## config.mk

```make
export PLATFORM = sky130hd
export DESIGN_NAME = spi_adc_conversion_master_flat
export DESIGN_NICKNAME = d
export VERILOG_FILES = /design/src/rtl/core/sacm_pkg.sv /design/src/rtl/core/sacm_cmd_if.sv /design/src/rtl/core/sacm_res_if.sv /design/src/rtl/core/spi_adc_conversion_master.sv /design/src/rtl/core/sacm_cfg_regs.sv /design/src/rtl/core/sacm_in_reg.sv /design/src/rtl/core/sacm_seq.sv /design/src/rtl/core/sacm_out_reg.sv /design/src/flat_wrapper.sv
export SDC_FILE = /design/constraint.sdc
export NUM_CORES = 1
export LEC_CHECK = 0
export BUFFER_PORTS_ARGS = -buffer_cell sky130_fd_sc_hd__buf_2
export CORE_UTILIZATION = 45
export DETAILED_ROUTE_END_ITERATION = 8
export SLEW_MARGIN = 30
export SYNTH_ARGS = -nofsm -noshare
export SYNTH_HDL_FRONTEND = slang
export SYNTH_HIERARCHICAL = 1
export SYNTH_SLANG_ARGS = --single-unit
```

## constraint.sdc

```tcl
create_clock -name clk -period 5.4 [get_ports clk]
set_clock_uncertainty 0.2 [all_clocks]
set_input_delay 0.27 -clock clk [delete_from_list [all_inputs] [get_ports clk]]
set_output_delay 0.27 -clock clk [all_outputs]
set_load 0.02 [all_outputs]
```

## src/rtl/core/sacm_pkg.sv

```systemverilog
// Shared types, widths and codes for the serial converter conversion master.
package sacm_pkg;

  localparam int WAIT_W   = 16;
  localparam int FRAME_W  = 20;
  localparam int SEL_W    = 4;
  localparam int SAMPLE_W = 10;
  localparam int BIT_W    = 4;
  localparam int ERR_W    = 3;
  localparam int IDX_W    = 3;
  localparam int CFG_W    = 20;

  typedef logic [WAIT_W-1:0]   wait_t;
  typedef logic [FRAME_W-1:0]  frame_t;
  typedef logic [SEL_W-1:0]    sel_t;
  typedef logic [SAMPLE_W-1:0] sample_t;
  typedef logic [BIT_W-1:0]    bit_cnt_t;

  // Default fixed waits of the enable, first bit and disable steps.
  localparam int unsigned ENABLE_WAIT_DEFAULT    = 10;
  localparam int unsigned FIRST_BIT_WAIT_DEFAULT = 13;
  localparam int unsigned DISABLE_WAIT_DEFAULT   = 10;

  localparam frame_t FRAME_MAX = '1;

  // Bit counts of the command, sample and echo parts of a frame.
  localparam bit_cnt_t CMD_BITS    = bit_cnt_t'(4);
  localparam bit_cnt_t SAMPLE_BITS = bit_cnt_t'(10);
  localparam bit_cnt_t ECHO_BITS   = bit_cnt_t'(9);

  // Register reset values.
  localparam wait_t  CS_HIGH_RESET     = wait_t'(100);
  localparam wait_t  CS_SETUP_RESET    = wait_t'(10);
  localparam wait_t  DATA_HOLD_RESET   = wait_t'(5);
  localparam wait_t  DATA_SETUP_RESET  = wait_t'(5);
  localparam wait_t  CLOCK_HIGH_RESET  = wait_t'(13);
  localparam wait_t  CLOCK_LOW_RESET   = wait_t'(13);
  localparam frame_t FRAME_LIMIT_RESET = frame_t'(100000);

  typedef enum logic [IDX_W-1:0] {
    REG_MONITOR_ENABLE,
    REG_CS_HIGH,
    REG_CS_SETUP,
    REG_DATA_HOLD,
    REG_DATA_SETUP,
    REG_CLOCK_HIGH,
    REG_CLOCK_LOW,
    REG_FRAME_LIMIT
  } reg_index_t;

  typedef enum logic [ERR_W-1:0] {
    ERR_NONE,
    ERR_START_LOW,
    ERR_NULL_HIGH,
    ERR_ECHO,
    ERR_TIMEOUT,
    ERR_END_LOW
  } error_t;

  typedef enum logic [3:0] {
    PH_IDLE,
    PH_CSH,
    PH_SUCS,
    PH_SEND_HD,
    PH_SEND_SU,
    PH_SMP_HD,
    PH_SMP_SU,
    PH_SMP_HD2,
    PH_EN,
    PH_RX_HI,
    PH_RX_LO,
    PH_EC_HI,
    PH_EC_LO,
    PH_DIS
  } phase_t;

  typedef struct packed {
    logic   monitor_enable;
    wait_t  cs_high_cycles;
    wait_t  cs_setup_cycles;
    wait_t  data_hold_cycles;
    wait_t  data_setup_cycles;
    wait_t  clock_high_cycles;
    wait_t  clock_low_cycles;
    frame_t frame_limit_cycles;
  } cfg_t;

  typedef struct packed {
    logic kind;
    sel_t channel_select;
    logic dout_level;
  } item_t;

  typedef struct packed {
    logic             cs_n;
    logic             sclk;
    logic             mosi;
    logic             busy_res;
    logic             done_res;
    sample_t          sample;
    logic [ERR_W-1:0] error;
  } result_t;

endpackage

```

## src/rtl/core/sacm_cmd_if.sv

```systemverilog
// Input channel: one tick item with its start request, select and sampled data level.
interface sacm_cmd_if;
  logic                     valid;
  logic                     ready;
  logic                     kind;
  logic [sacm_pkg::SEL_W-1:0] channel_select;
  logic                     dout_level;

  modport source (output valid, output kind, output channel_select, output dout_level,
                  input ready);
  modport sink (input valid, input kind, input channel_select, input dout_level,
                output ready);
endinterface

```

## src/rtl/core/sacm_res_if.sv

```systemverilog
// Result channel: pin levels and frame status after one tick.
interface sacm_res_if;
  logic                          valid;
  logic                          ready;
  logic                          cs_n;
  logic                          sclk;
  logic                          mosi;
  logic                          busy_res;
  logic                          done_res;
  logic [sacm_pkg::SAMPLE_W-1:0] sample;
  logic [sacm_pkg::ERR_W-1:0]    error;

  modport source (output valid, output cs_n, output sclk, output mosi, output busy_res,
                  output done_res, output sample, output error, input ready);
  modport sink (input valid, input cs_n, input sclk, input mosi, input busy_res,
                input done_res, input sample, input error, output ready);
endinterface

```

## src/rtl/core/spi_adc_conversion_master.sv

```systemverilog
// Top level of the serial conversion master for a 10-bit converter.
// Each transfer on cmd is one clock tick of the pin sequencer and yields exactly one result
// transfer on res carrying the pin levels after that tick and the frame status. A tick is held in
// the input register, then goes through the sequencer logic into the result register. One tick is
// accepted every cycle as long as res is taken; the only limit on throughput is the result register,
// which frees when the sink takes it.
// Register writes on the wr_* port take effect on the next cycle and belong in idle periods.
module spi_adc_conversion_master #(
  parameter int unsigned ENABLE_WAIT_CYCLES    = sacm_pkg::ENABLE_WAIT_DEFAULT,
  parameter int unsigned FIRST_BIT_WAIT_CYCLES = sacm_pkg::FIRST_BIT_WAIT_DEFAULT,
  parameter int unsigned DISABLE_WAIT_CYCLES   = sacm_pkg::DISABLE_WAIT_DEFAULT
) (
  input  logic                       clk,
  input  logic                       rst,
  sacm_cmd_if.sink                   cmd,
  sacm_res_if.source                 res,
  input  logic                       wr_en,
  input  logic [sacm_pkg::IDX_W-1:0] wr_index,
  input  logic [sacm_pkg::CFG_W-1:0] wr_data
);

  sacm_pkg::cfg_t    cfg;
  sacm_pkg::item_t   item;
  sacm_pkg::result_t result;
  logic              item_valid;
  logic              space;
  logic              advance;

  assign advance = item_valid && space;

  sacm_cfg_regs u_cfg_regs (
    .clk      (clk),
    .rst      (rst),
    .wr_en    (wr_en),
    .wr_index (wr_index),
    .wr_data  (wr_data),
    .cfg      (cfg)
  );

  sacm_in_reg u_in_reg (
    .clk     (clk),
    .rst     (rst),
    .cmd     (cmd),
    .advance (advance),
    .valid   (item_valid),
    .item    (item)
  );

  sacm_seq #(
    .ENABLE_WAIT_CYCLES    (ENABLE_WAIT_CYCLES),
    .FIRST_BIT_WAIT_CYCLES (FIRST_BIT_WAIT_CYCLES),
    .DISABLE_WAIT_CYCLES   (DISABLE_WAIT_CYCLES)
  ) u_seq (
    .clk    (clk),
    .rst    (rst),
    .fire   (advance),
    .item   (item),
    .cfg    (cfg),
    .result (result)
  );

  sacm_out_reg u_out_reg (
    .clk   (clk),
    .rst   (rst),
    .load  (advance),
    .data  (result),
    .space (space),
    .res   (res)
  );

endmodule

```

## src/rtl/core/sacm_cfg_regs.sv

```systemverilog
// Configuration register bank written through the plain write port.
module sacm_cfg_regs (
  input  logic                         clk,
  input  logic                         rst,
  input  logic                         wr_en,
  input  logic [sacm_pkg::IDX_W-1:0]   wr_index,
  input  logic [sacm_pkg::CFG_W-1:0]   wr_data,
  output sacm_pkg::cfg_t               cfg
);

  always_ff @(posedge clk) begin
    if (rst) begin
      cfg.monitor_enable     <= 1'b0;
      cfg.cs_high_cycles     <= sacm_pkg::CS_HIGH_RESET;
      cfg.cs_setup_cycles    <= sacm_pkg::CS_SETUP_RESET;
      cfg.data_hold_cycles   <= sacm_pkg::DATA_HOLD_RESET;
      cfg.data_setup_cycles  <= sacm_pkg::DATA_SETUP_RESET;
      cfg.clock_high_cycles  <= sacm_pkg::CLOCK_HIGH_RESET;
      cfg.clock_low_cycles   <= sacm_pkg::CLOCK_LOW_RESET;
      cfg.frame_limit_cycles <= sacm_pkg::FRAME_LIMIT_RESET;
    end else if (wr_en) begin
      unique case (sacm_pkg::reg_index_t'(wr_index))
        sacm_pkg::REG_MONITOR_ENABLE: cfg.monitor_enable    <= wr_data[0];
        sacm_pkg::REG_CS_HIGH:       cfg.cs_high_cycles    <= wr_data[sacm_pkg::WAIT_W-1:0];
        sacm_pkg::REG_CS_SETUP:      cfg.cs_setup_cycles   <= wr_data[sacm_pkg::WAIT_W-1:0];
        sacm_pkg::REG_DATA_HOLD:     cfg.data_hold_cycles  <= wr_data[sacm_pkg::WAIT_W-1:0];
        sacm_pkg::REG_DATA_SETUP:    cfg.data_setup_cycles <= wr_data[sacm_pkg::WAIT_W-1:0];
        sacm_pkg::REG_CLOCK_HIGH:    cfg.clock_high_cycles <= wr_data[sacm_pkg::WAIT_W-1:0];
        sacm_pkg::REG_CLOCK_LOW:     cfg.clock_low_cycles  <= wr_data[sacm_pkg::WAIT_W-1:0];
        sacm_pkg::REG_FRAME_LIMIT:   cfg.frame_limit_cycles <= wr_data;
        default: ;
      endcase
    end
  end

endmodule

```

## src/rtl/core/sacm_in_reg.sv

```systemverilog
// Input register stage holding one accepted tick item.
module sacm_in_reg (
  input  logic              clk,
  input  logic              rst,
  sacm_cmd_if.sink          cmd,
  input  logic              advance,
  output logic              valid,
  output sacm_pkg::item_t   item
);

  logic take;

  assign cmd.ready = !valid || advance;
  assign take      = cmd.valid && cmd.ready;

  always_ff @(posedge clk) begin
    if (rst) begin
      valid <= 1'b0;
    end else if (take) begin
      valid <= 1'b1;
    end else if (advance) begin
      valid <= 1'b0;
    end
  end

  always_ff @(posedge clk) begin
    if (take) begin
      item.kind           <= cmd.kind;
      item.channel_select <= cmd.channel_select;
      item.dout_level     <= cmd.dout_level;
    end
  end

endmodule

```

## src/rtl/core/sacm_seq.sv

```systemverilog
// Frame sequencer: phase state, wait counting, shift registers and pin levels.
module sacm_seq #(
  parameter int unsigned ENABLE_WAIT_CYCLES    = sacm_pkg::ENABLE_WAIT_DEFAULT,
  parameter int unsigned FIRST_BIT_WAIT_CYCLES = sacm_pkg::FIRST_BIT_WAIT_DEFAULT,
  parameter int unsigned DISABLE_WAIT_CYCLES   = sacm_pkg::DISABLE_WAIT_DEFAULT
) (
  input  logic              clk,
  input  logic              rst,
  input  logic              fire,
  input  sacm_pkg::item_t   item,
  input  sacm_pkg::cfg_t    cfg,
  output sacm_pkg::result_t result
);

  localparam sacm_pkg::wait_t ENABLE_WAIT    = sacm_pkg::wait_t'(ENABLE_WAIT_CYCLES);
  localparam sacm_pkg::wait_t FIRST_BIT_WAIT = sacm_pkg::wait_t'(FIRST_BIT_WAIT_CYCLES);
  localparam sacm_pkg::wait_t DISABLE_WAIT   = sacm_pkg::wait_t'(DISABLE_WAIT_CYCLES);

  sacm_pkg::phase_t   phase, phase_next;
  sacm_pkg::wait_t    wait_count, wait_count_next, wait_limit;
  sacm_pkg::bit_cnt_t bit_count, bit_count_next, bit_inc;
  sacm_pkg::sel_t     command_shift, command_shift_next;
  sacm_pkg::sample_t  sample_shift, sample_shift_next, sample_in;
  sacm_pkg::sample_t  echo_shift, echo_shift_next, echo_in;
  sacm_pkg::frame_t   frame_count, frame_count_next, frame_inc;
  logic               cs_n, cs_n_next;
  logic               sclk, sclk_next;
  logic               mosi, mosi_next;

  logic             mon, dout, act;
  logic             err_start, err_null, err_echo, err_timeout, err_end;
  logic             done;
  sacm_pkg::error_t err;
  sacm_pkg::sample_t result_sample;

  assign mon       = cfg.monitor_enable;
  assign dout      = item.dout_level;
  assign bit_inc   = bit_count + sacm_pkg::bit_cnt_t'(1);
  assign sample_in = {sample_shift[sacm_pkg::SAMPLE_W-2:0], dout};
  assign echo_in   = echo_shift >> 1;

  // The frame counter runs from the first clock rise to the end of the frame.
  always_comb begin
    frame_inc = frame_count;
    if (phase != sacm_pkg::PH_IDLE && phase != sacm_pkg::PH_CSH &&
        phase != sacm_pkg::PH_SUCS && frame_count != sacm_pkg::FRAME_MAX) begin
      frame_inc = frame_count + sacm_pkg::frame_t'(1);
    end
  end

  always_comb begin
    unique case (phase)
      sacm_pkg::PH_CSH:     wait_limit = cfg.cs_high_cycles;
      sacm_pkg::PH_SUCS:    wait_limit = cfg.cs_setup_cycles;
      sacm_pkg::PH_SEND_HD,
      sacm_pkg::PH_SMP_HD,
      sacm_pkg::PH_SMP_HD2: wait_limit = cfg.data_hold_cycles;
      sacm_pkg::PH_SEND_SU,
      sacm_pkg::PH_SMP_SU:  wait_limit = cfg.data_setup_cycles;
      sacm_pkg::PH_EN:      wait_limit = ENABLE_WAIT;
      sacm_pkg::PH_RX_HI,
      sacm_pkg::PH_EC_HI:   wait_limit = cfg.clock_high_cycles;
      sacm_pkg::PH_RX_LO:   wait_limit = (bit_count == '0) ? FIRST_BIT_WAIT
                                                           : cfg.clock_low_cycles;
      sacm_pkg::PH_EC_LO:   wait_limit = cfg.clock_low_cycles;
      sacm_pkg::PH_DIS:     wait_limit = DISABLE_WAIT;
      default:              wait_limit = '0;
    endcase
  end

  // A step acts once its wait has fully elapsed.
  assign act = (phase != sacm_pkg::PH_IDLE) && !(wait_count < wait_limit);

  assign err_start   = mon && !dout;
  assign err_null    = mon && dout;
  assign err_echo    = echo_in[0] != dout;
  assign err_timeout = mon && (frame_inc > cfg.frame_limit_cycles);
  assign err_end     = mon && !dout;

  // Next phase.
  always_comb begin
    phase_next = phase;
    if (phase == sacm_pkg::PH_IDLE) begin
      if (item.kind) begin
        phase_next = sacm_pkg::PH_CSH;
      end
    end else if (act) begin
      unique case (phase)
        sacm_pkg::PH_CSH:     phase_next = err_start ? sacm_pkg::PH_IDLE : sacm_pkg::PH_SUCS;
        sacm_pkg::PH_SUCS:    phase_next = sacm_pkg::PH_SEND_HD;
        sacm_pkg::PH_SEND_HD: phase_next = sacm_pkg::PH_SEND_SU;
        sacm_pkg::PH_SEND_SU: phase_next = (bit_inc >= sacm_pkg::CMD_BITS) ?
                                           sacm_pkg::PH_SMP_HD : sacm_pkg::PH_SEND_HD;
        sacm_pkg::PH_SMP_HD:  phase_next = sacm_pkg::PH_SMP_SU;
        sacm_pkg::PH_SMP_SU:  phase_next = sacm_pkg::PH_SMP_HD2;
        sacm_pkg::PH_SMP_HD2: phase_next = sacm_pkg::PH_EN;
        sacm_pkg::PH_EN:      phase_next = err_null ? sacm_pkg::PH_IDLE : sacm_pkg::PH_RX_HI;
        sacm_pkg::PH_RX_HI:   phase_next = sacm_pkg::PH_RX_LO;
        sacm_pkg::PH_RX_LO: begin
          if (bit_inc < sacm_pkg::SAMPLE_BITS) begin
            phase_next = sacm_pkg::PH_RX_HI;
          end else if (mon) begin
            phase_next = sacm_pkg::PH_EC_HI;
          end else begin
            phase_next = sacm_pkg::PH_DIS;
          end
        end
        sacm_pkg::PH_EC_HI:   phase_next = sacm_pkg::PH_EC_LO;
        sacm_pkg::PH_EC_LO: begin
          if (err_echo) begin
            phase_next = sacm_pkg::PH_IDLE;
          end else if (bit_inc >= sacm_pkg::ECHO_BITS) begin
            phase_next = sacm_pkg::PH_DIS;
          end else begin
            phase_next = sacm_pkg::PH_EC_HI;
          end
        end
        default:              phase_next = sacm_pkg::PH_IDLE;
      endcase
    end
  end

  // Datapath, pin levels and the result of this tick.
  always_comb begin
    wait_count_next    = wait_count;
    bit_count_next     = bit_count;
    command_shift_next = command_shift;
    sample_shift_next  = sample_shift;
    echo_shift_next    = echo_shift;
    frame_count_next   = frame_inc;
    cs_n_next          = cs_n;
    sclk_next          = sclk;
    mosi_next          = mosi;
    done               = 1'b0;
    err                = sacm_pkg::ERR_NONE;
    result_sample      = '0;
    if (phase == sacm_pkg::PH_IDLE) begin
      if (item.kind) begin
        command_shift_next = item.channel_select;
        wait_count_next    = '0;
      end
    end else if (!act) begin
      wait_count_next = wait_count + sacm_pkg::wait_t'(1);
    end else begin
      wait_count_next = '0;
      unique case (phase)
        sacm_pkg::PH_CSH: begin
          if (err_start) begin
            done = 1'b1;
            err  = sacm_pkg::ERR_START_LOW;
          end else begin
            cs_n_next = 1'b0;
            mosi_next = 1'b1;
          end
        end
        sacm_pkg::PH_SUCS: begin
          sclk_next        = 1'b1;
          frame_count_next = '0;
          bit_count_next   = '0;
        end
        sacm_pkg::PH_SEND_HD: begin
          sclk_next          = 1'b0;
          mosi_next          = command_shift[sacm_pkg::SEL_W-1];
          command_shift_next = command_shift << 1;
        end
        sacm_pkg::PH_SEND_SU: begin
          sclk_next      = 1'b1;
          bit_count_next = bit_inc;
        end
        sacm_pkg::PH_SMP_HD: begin
          sclk_next = 1'b0;
          mosi_next = 1'b0;
        end
        sacm_pkg::PH_SMP_SU:  sclk_next = 1'b1;
        sacm_pkg::PH_SMP_HD2: sclk_next = 1'b0;
        sacm_pkg::PH_EN: begin
          if (err_null) begin
            done = 1'b1;
            err  = sacm_pkg::ERR_NULL_HIGH;
          end else begin
            sclk_next         = 1'b1;
            bit_count_next    = '0;
            sample_shift_next = '0;
          end
        end
        sacm_pkg::PH_RX_HI:   sclk_next = 1'b0;
        sacm_pkg::PH_RX_LO: begin
          sample_shift_next = sample_in;
          bit_count_next    = bit_inc;
          if (bit_inc < sacm_pkg::SAMPLE_BITS) begin
            sclk_next = 1'b1;
          end else if (mon) begin
            echo_shift_next = sample_in;
            bit_count_next  = '0;
            sclk_next       = 1'b1;
          end else begin
            cs_n_next = 1'b1;
          end
        end
        sacm_pkg::PH_EC_HI:   sclk_next = 1'b0;
        sacm_pkg::PH_EC_LO: begin
          // The converter echoes the sample from bit 1 upward, lowest bit first, after the last result bit.
          echo_shift_next = echo_in;
          if (err_echo) begin
            done = 1'b1;
            err  = sacm_pkg::ERR_ECHO;
          end else begin
            bit_count_next = bit_inc;
            if (bit_inc >= sacm_pkg::ECHO_BITS) begin
              cs_n_next = 1'b1;
            end else begin
              sclk_next = 1'b1;
            end
          end
        end
        sacm_pkg::PH_DIS: begin
          done = 1'b1;
          if (err_timeout) begin
            err = sacm_pkg::ERR_TIMEOUT;
          end else if (err_end) begin
            err = sacm_pkg::ERR_END_LOW;
          end else begin
            result_sample = sample_shift;
          end
        end
        default: begin
          cs_n_next = 1'b1;
          sclk_next = 1'b0;
          mosi_next = 1'b0;
        end
      endcase
      if (done) begin
        cs_n_next = 1'b1;
        sclk_next = 1'b0;
        mosi_next = 1'b0;
      end
    end
  end

  always_ff @(posedge clk) begin
    if (rst) begin
      phase         <= sacm_pkg::PH_IDLE;
      wait_count    <= '0;
      bit_count     <= '0;
      command_shift <= '0;
      sample_shift  <= '0;
      echo_shift    <= '0;
      frame_count   <= '0;
      cs_n          <= 1'b1;
      sclk          <= 1'b0;
      mosi          <= 1'b0;
    end else if (fire) begin
      phase         <= phase_next;
      wait_count    <= wait_count_next;
      bit_count     <= bit_count_next;
      command_shift <= command_shift_next;
      sample_shift  <= sample_shift_next;
      echo_shift    <= echo_shift_next;
      frame_count   <= frame_count_next;
      cs_n          <= cs_n_next;
      sclk          <= sclk_next;
      mosi          <= mosi_next;
    end
  end

  assign result.cs_n     = cs_n_next;
  assign result.sclk     = sclk_next;
  assign result.mosi     = mosi_next;
  assign result.busy_res = phase_next != sacm_pkg::PH_IDLE;
  assign result.done_res = done;
  assign result.sample   = result_sample;
  assign result.error    = err;

  a_done_idle: assert property (@(posedge clk) disable iff (rst)
    result.done_res |-> !result.busy_res)
    else $error("frame reported done while still busy");

  a_error_needs_done: assert property (@(posedge clk) disable iff (rst)
    (result.error != sacm_pkg::ERR_NONE) |-> result.done_res)
    else $error("error code outside a finishing tick");

  a_idle_pins: assert property (@(posedge clk) disable iff (rst)
    !result.busy_res |-> (result.cs_n && !result.sclk && !result.mosi))
    else $error("pins not at idle levels outside a frame");

  a_tick_stays_idle: assert property (@(posedge clk) disable iff (rst)
    (fire && phase == sacm_pkg::PH_IDLE && !item.kind) |=> phase == sacm_pkg::PH_IDLE)
    else $error("plain tick left the idle phase");

endmodule

```

## src/rtl/core/sacm_out_reg.sv

```systemverilog
// Result register that holds one tick result until the sink takes it.
module sacm_out_reg (
  input  logic              clk,
  input  logic              rst,
  input  logic              load,
  input  sacm_pkg::result_t data,
  output logic              space,
  sacm_res_if.source        res
);

  logic              valid;
  sacm_pkg::result_t data_q;

  assign space = !valid || res.ready;

  always_ff @(posedge clk) begin
    if (rst) begin
      valid <= 1'b0;
    end else if (load) begin
      valid <= 1'b1;
    end else if (res.ready) begin
      valid <= 1'b0;
    end
  end

  always_ff @(posedge clk) begin
    if (load) begin
      data_q <= data;
    end
  end

  assign res.valid    = valid;
  assign res.cs_n     = data_q.cs_n;
  assign res.sclk     = data_q.sclk;
  assign res.mosi     = data_q.mosi;
  assign res.busy_res = data_q.busy_res;
  assign res.done_res = data_q.done_res;
  assign res.sample   = data_q.sample;
  assign res.error    = data_q.error;

endmodule

```

## src/flat_wrapper.sv

```systemverilog
// flat-port wrapper written by rule: the top's interface ports become plain ports
module spi_adc_conversion_master_flat 
#(
  parameter int unsigned ENABLE_WAIT_CYCLES    = sacm_pkg::ENABLE_WAIT_DEFAULT,
  parameter int unsigned FIRST_BIT_WAIT_CYCLES = sacm_pkg::FIRST_BIT_WAIT_DEFAULT,
  parameter int unsigned DISABLE_WAIT_CYCLES   = sacm_pkg::DISABLE_WAIT_DEFAULT
)
  (clk, rst, wr_en, wr_index, wr_data, cmd_valid, cmd_kind, cmd_channel_select, cmd_dout_level, cmd_ready, res_valid, res_cs_n, res_sclk, res_mosi, res_busy_res, res_done_res, res_sample, res_error, res_ready);
  sacm_cmd_if cmd_i ();
  sacm_res_if res_i ();
  input  logic clk;
  input  logic rst;
  input  logic wr_en;
  input  logic [sacm_pkg::IDX_W-1:0] wr_index;
  input  logic [sacm_pkg::CFG_W-1:0] wr_data;
  input wire logic [$bits(cmd_i.valid)-1:0] cmd_valid;
  input wire logic [$bits(cmd_i.kind)-1:0] cmd_kind;
  input wire logic [$bits(cmd_i.channel_select)-1:0] cmd_channel_select;
  input wire logic [$bits(cmd_i.dout_level)-1:0] cmd_dout_level;
  output wire logic [$bits(cmd_i.ready)-1:0] cmd_ready;
  output wire logic [$bits(res_i.valid)-1:0] res_valid;
  output wire logic [$bits(res_i.cs_n)-1:0] res_cs_n;
  output wire logic [$bits(res_i.sclk)-1:0] res_sclk;
  output wire logic [$bits(res_i.mosi)-1:0] res_mosi;
  output wire logic [$bits(res_i.busy_res)-1:0] res_busy_res;
  output wire logic [$bits(res_i.done_res)-1:0] res_done_res;
  output wire logic [$bits(res_i.sample)-1:0] res_sample;
  output wire logic [$bits(res_i.error)-1:0] res_error;
  input wire logic [$bits(res_i.ready)-1:0] res_ready;
  assign cmd_i.valid = cmd_valid;
  assign cmd_i.kind = cmd_kind;
  assign cmd_i.channel_select = cmd_channel_select;
  assign cmd_i.dout_level = cmd_dout_level;
  assign cmd_ready = cmd_i.ready;
  assign res_valid = res_i.valid;
  assign res_cs_n = res_i.cs_n;
  assign res_sclk = res_i.sclk;
  assign res_mosi = res_i.mosi;
  assign res_busy_res = res_i.busy_res;
  assign res_done_res = res_i.done_res;
  assign res_sample = res_i.sample;
  assign res_error = res_i.error;
  assign res_i.ready = res_ready;
  spi_adc_conversion_master #(.ENABLE_WAIT_CYCLES(ENABLE_WAIT_CYCLES), .FIRST_BIT_WAIT_CYCLES(FIRST_BIT_WAIT_CYCLES), .DISABLE_WAIT_CYCLES(DISABLE_WAIT_CYCLES)) u_core (.clk(clk), .rst(rst), .cmd(cmd_i), .res(res_i), .wr_en(wr_en), .wr_index(wr_index), .wr_data(wr_data));
endmodule
```

==> implementation parameters <==
Parameter                              Value

Timing
  Max Slew Vio Count ... 0
  Tmin final ... between 4 and 5 ns
  Actual transition at the worst max-transition pin ... 0.963 ns
  Final worst path period share ... roughly nine tenths
  Worst max-slew margin expressed relative to the limit ... 35.5%
  RSZ-0062 raised after global routing ... false
  Accumulated negative setup slack ... 0 ns
  Final Setup Violations ... 0
  Final count of hold timing violations ... 0
  Maximum achievable frequency ... 204 MHz

Synthesis
  Proportion of register bits with asynchronous set or reset after synthesis ... 0%
  Count of flip-flops with a built-in enable after synthesis ... 24
  Mapped Cells ... approximately 1300
  Top post-synthesis cells by area ... sky130_fd_sc_hd__dfxtp_1 (33%), sky130_fd_sc_hd__mux2i_1 (11%), sky130_fd_sc_hd__nand2b_1 (6.7%)
  Number of flip-flops and latches in the synthesized netlist ... approximately 210
  Number of warnings printed during yosys synthesis ... 6
  Most instantiated flip-flop cell in the synthesis netlist ... sky130_fd_sc_hd__dfxtp_1
  Number of different library cells in the post-synthesis netlist ... slightly above 80
  Post-Syn Area ... roughly 0.011 mm²
  Yosys top cell area share ... 33.1%
  Total nets after synthesis ... about 1300
  Sequential cell area fraction in the yosys report ... about two fifths
  Library cell occupying the most area in the post-synthesis netlist ... sky130_fd_sc_hd__dfxtp_1
  Mean post-synth cell area ... just over 9 µm²

Cells and area
  Share of cells above drive strength 1 ... between 10% and 20%
  Area of the multi-input gates ... ~0.0064 mm²
  Antenna cells ... 0
  Layout net count ... roughly 1400
  Util after Layout ... about 53%
  Area delta synth->final ... 13.6%
  Sequential cell area ... approximately 0.0045 mm²
  Number of fillers in the final layout ... about 2300

Worst setup path
  Type of the worst setup path ... reg -> reg
  Number of cells on the critical path ... 15
  Maximum fanout count along the critical path ... 21
  Bufs and invs on worst path ... 2
  Kind of cell adding the most delay to the critical path ... simple AND/OR/NAND/NOR gates
  Startpoint class of the critical path ... flop
  CP peak stage delay ... between 0.8 and 0.9 ns
  Arrival time reported for the critical path endpoint ... slightly above 5 ns
  CP max-delay cell ... sky130_fd_sc_hd__dfxtp_1
  Depth of the most critical reg-to-reg path ... 15
  Most frequent CP cell ... sky130_fd_sc_hd__buf_4
  Critical-path cell list ... or2_2 -> nor3_2 -> buf_4 -> a222oi_1 -> nand2_1 -> a21oi_1 -> ha_1 -> nand4_1 -> or2_1 -> a2111oi_1 -> buf_4 -> o2bb2ai_2 -> o21ai_0 -> nor4_2 -> and2_1
  Critical path endpoint category ... flop
  Critical path data required time ... between 5 and 6 ns

Outcome
  Run status ... finished clean

Global routing
  Number of antenna violations at the first check in global routing ... 0
  Global-route wire length before repair ... roughly 48000 µm
  Number of global-route vias before repair ... around 8700
  Total gr overflow ... 0
  Maximum number of pins on one net before global-route repair ... between 90 and 100
  Total track usage ... ~23%

Die
  Die area ... 0.0260 mm²
  Floorplan die width ... about 160 µm
  Starting utilization of the core area ... around 46%
  DIE HEIGHT ... about 160 µm
  Number of top-level pins ... 54
  Core area ... between 0.02 and 0.025 mm²
  Row count ... 57

CTS
  TritonCTS clock tree ... done
  CTS root buffer ... sky130_fd_sc_hd__clkbuf_16
  Number of buffers added by the clock tree synthesis step ... 25
  Number of gates resized after CTS ... 0
  Clock transition at the registers of the reported paths ... approximately 0.060 ns
  Worst-Skew Late Latency ... between 0.5 and 0.6 ns
  Number of sinks on the clock net ... 213
  Maximum buffer depth of the clock tree ... 3
  Buffer count from post-CTS setup fixing ... 0
  H-Tree Depth ... 1

Power and ir drop
  Leakage ... 0.00531 µW
  Post-layout power ... around 4400 µW
  Power per standard cell area ... between 300 and 400 mW/mm²
  Max rail drop VDD ... between 0.2 and 0.25 mV

Detailed routing
  Avg Vias per Cell ... ~5.6
  WL final ... 29800 µm
  Remaining design rule violation count ... 0
  Remaining number of nets flagged by the antenna check after routing ... 0
  DRC marker count from the first detailed-route iteration ... between 700 and 800
  First drt pass iteration count ... 5
  Via count of the routed design ... 9316
  Routed length per instance ... around 18 µm

Placement
  Placer's final routability congestion estimate ... between 0.9 and 1
  Final HPWL DP ... between 20000 and 25000 µm
  Input/output buffers ... 53

Min path
  Worst hold path stage count ... 2
  Type of the most critical hold path ... in -> reg

Flow run
  Max Cap Viol ... 0
==> placed cells by master (no fill, tap or decap), types with 24 or more instances in the layout <==
master,count
sky130_fd_sc_hd__inv_1,37
sky130_fd_sc_hd__nand2_1,103
sky130_fd_sc_hd__clkbuf_16,25
sky130_fd_sc_hd__buf_4,34
sky130_fd_sc_hd__dfxtp_1,189
sky130_fd_sc_hd__ha_1,40
sky130_fd_sc_hd__a21oi_1,61
sky130_fd_sc_hd__nand2b_1,122
sky130_fd_sc_hd__buf_2,52
sky130_fd_sc_hd__nor3_1,27
sky130_fd_sc_hd__mux2i_1,126
sky130_fd_sc_hd__o21ai_0,42
sky130_fd_sc_hd__edfxtp_1,24
sky130_fd_sc_hd__nor2_1,89
sky130_fd_sc_hd__nand3_1,44
==> worst register-to-register path, delay by kind of cell, from the launching register on <==
kind	cells	cell delay (ns)
and+or+nand+nor	7	1.84
DFF	1	0.82
adders and majority gates	1	0.19
AOI/OAI and AO/OA	5	1.29
buffers and inverters	2	0.43
==> report_power, final <==
group          total [µW]  switching (µW)  internal [µW]
Combinational        1030             633            394
Sequential           1720            60.1           1660
Clock                1650             672            974
==> state kept, by name (all words and copies together) (netlist names), 3 cells and up <==
name and flops:
u_core/u_cfg_regs/cfg 117, u_core/u_seq/frame_count 20, u_core/u_seq/wait_count 16, u_core/u_out_reg/res.sample 10, u_core/u_seq/sample_shift 10, u_core/u_seq/echo_shift 9
u_core/u_in_reg/item 6, u_core/u_seq/bit_count 4, u_core/u_seq/command_shift 4, u_core/u_seq/phase 4, u_core/u_out_reg/res.error 3
==> through the flow <==
step	worst slack (ns)	cell area, µm²	hold slack, ns	cells
3_3_place_gp	0.623	12000	0.252	1586
6_report	0.508	13000	0.0143	1655
3_5_place_dp	0.566	12000	0.249	1586
2_1_floorplan	0.834	11400	0.132	1260
4_1_cts	0.520	13000	0.00463	1655
5_1_grt	0.169	13000	0.0331	1655
==> routing by layer <==
layer / track usage (%) / share of wire, %
met1: 32.9 / 49
met2: 36.0 / 44
met3: 2.93 / 5.0
met4: 5.79 / 2.0
met5: 0 / 0
==> cells by family (layout without fill, tap and decap cells) <==
family	Yosys count	count (layout)	synth area share (%)
fa+ha+maj	40	40	4.38
flops	213	213	39.4
buf+inv	122	193	5.09
xor+xnor	30	30	2.30
mux	131	131	11.5
compound gates	232	232	14.3
simple gates	492	492	23.0
==> cells in the mapped netlist, types with 8 or more instances <==
library cell / count
sky130_fd_sc_hd__and3_1: 11
sky130_fd_sc_hd__nand2b_1: 122
sky130_fd_sc_hd__a31oi_1: 8
sky130_fd_sc_hd__a21o_1: 8
sky130_fd_sc_hd__a222oi_1: 12
sky130_fd_sc_hd__and2_1: 17
sky130_fd_sc_hd__nand3_1: 44
sky130_fd_sc_hd__xnor2_1: 16
sky130_fd_sc_hd__nor2b_1: 10
sky130_fd_sc_hd__buf_2: 15
sky130_fd_sc_hd__a22oi_1: 15
sky130_fd_sc_hd__a221o_1: 11
sky130_fd_sc_hd__inv_1: 37
sky130_fd_sc_hd__nor3_1: 29
sky130_fd_sc_hd__a211oi_1: 9
sky130_fd_sc_hd__a311oi_1: 8
sky130_fd_sc_hd__nand2_1: 103
sky130_fd_sc_hd__buf_6: 9
sky130_fd_sc_hd__nor2_1: 89
sky130_fd_sc_hd__a21oi_1: 61
sky130_fd_sc_hd__xor2_1: 14
sky130_fd_sc_hd__edfxtp_1: 24
sky130_fd_sc_hd__mux2i_1: 126
sky130_fd_sc_hd__ha_1: 40
sky130_fd_sc_hd__clkbuf_1: 50
sky130_fd_sc_hd__o21ai_0: 42
sky130_fd_sc_hd__dfxtp_1: 189
sky130_fd_sc_hd__nand4_1: 20
==> path summary, 6_finish.rpt <==
kind / startpoint / end / slack (ns)
worst max-delay path: u_core/u_seq/phase[2]$_SDFFE_PP0P_ / u_core/u_out_reg/res.sample[0]$_DFFE_PP_ / 0.51
worst min-delay path: rst / u_core/u_in_reg/valid$_SDFFE_PP0P_ / 0.01
worst max register to register: u_core/u_seq/phase[2]$_SDFFE_PP0P_ / u_core/u_out_reg/res.sample[0]$_DFFE_PP_ / 0.51
worst min register to register: u_core/u_seq/sample_shift[9]$_SDFFE_PP0P_ / u_core/u_seq/sample_shift[9]$_SDFFE_PP0P_ / 0.27
==> area by class of cell <==
class,instances,share of cell area [%]
flip-flops and latches,213,34.7
well taps,324,3.12
multi-input cells,925,49.1
clock buffers,40,5.64
clock inverters,6,0.482
repair buffers,110,5.90
inverters,37,1.07
==> repair_timing <==
item	in CTS	in global routing
endpoints found under the setup margin	0	0
hold buffers	23	0
hold endpoints to repair	73	0
Power figures use the tool's default switching activity.
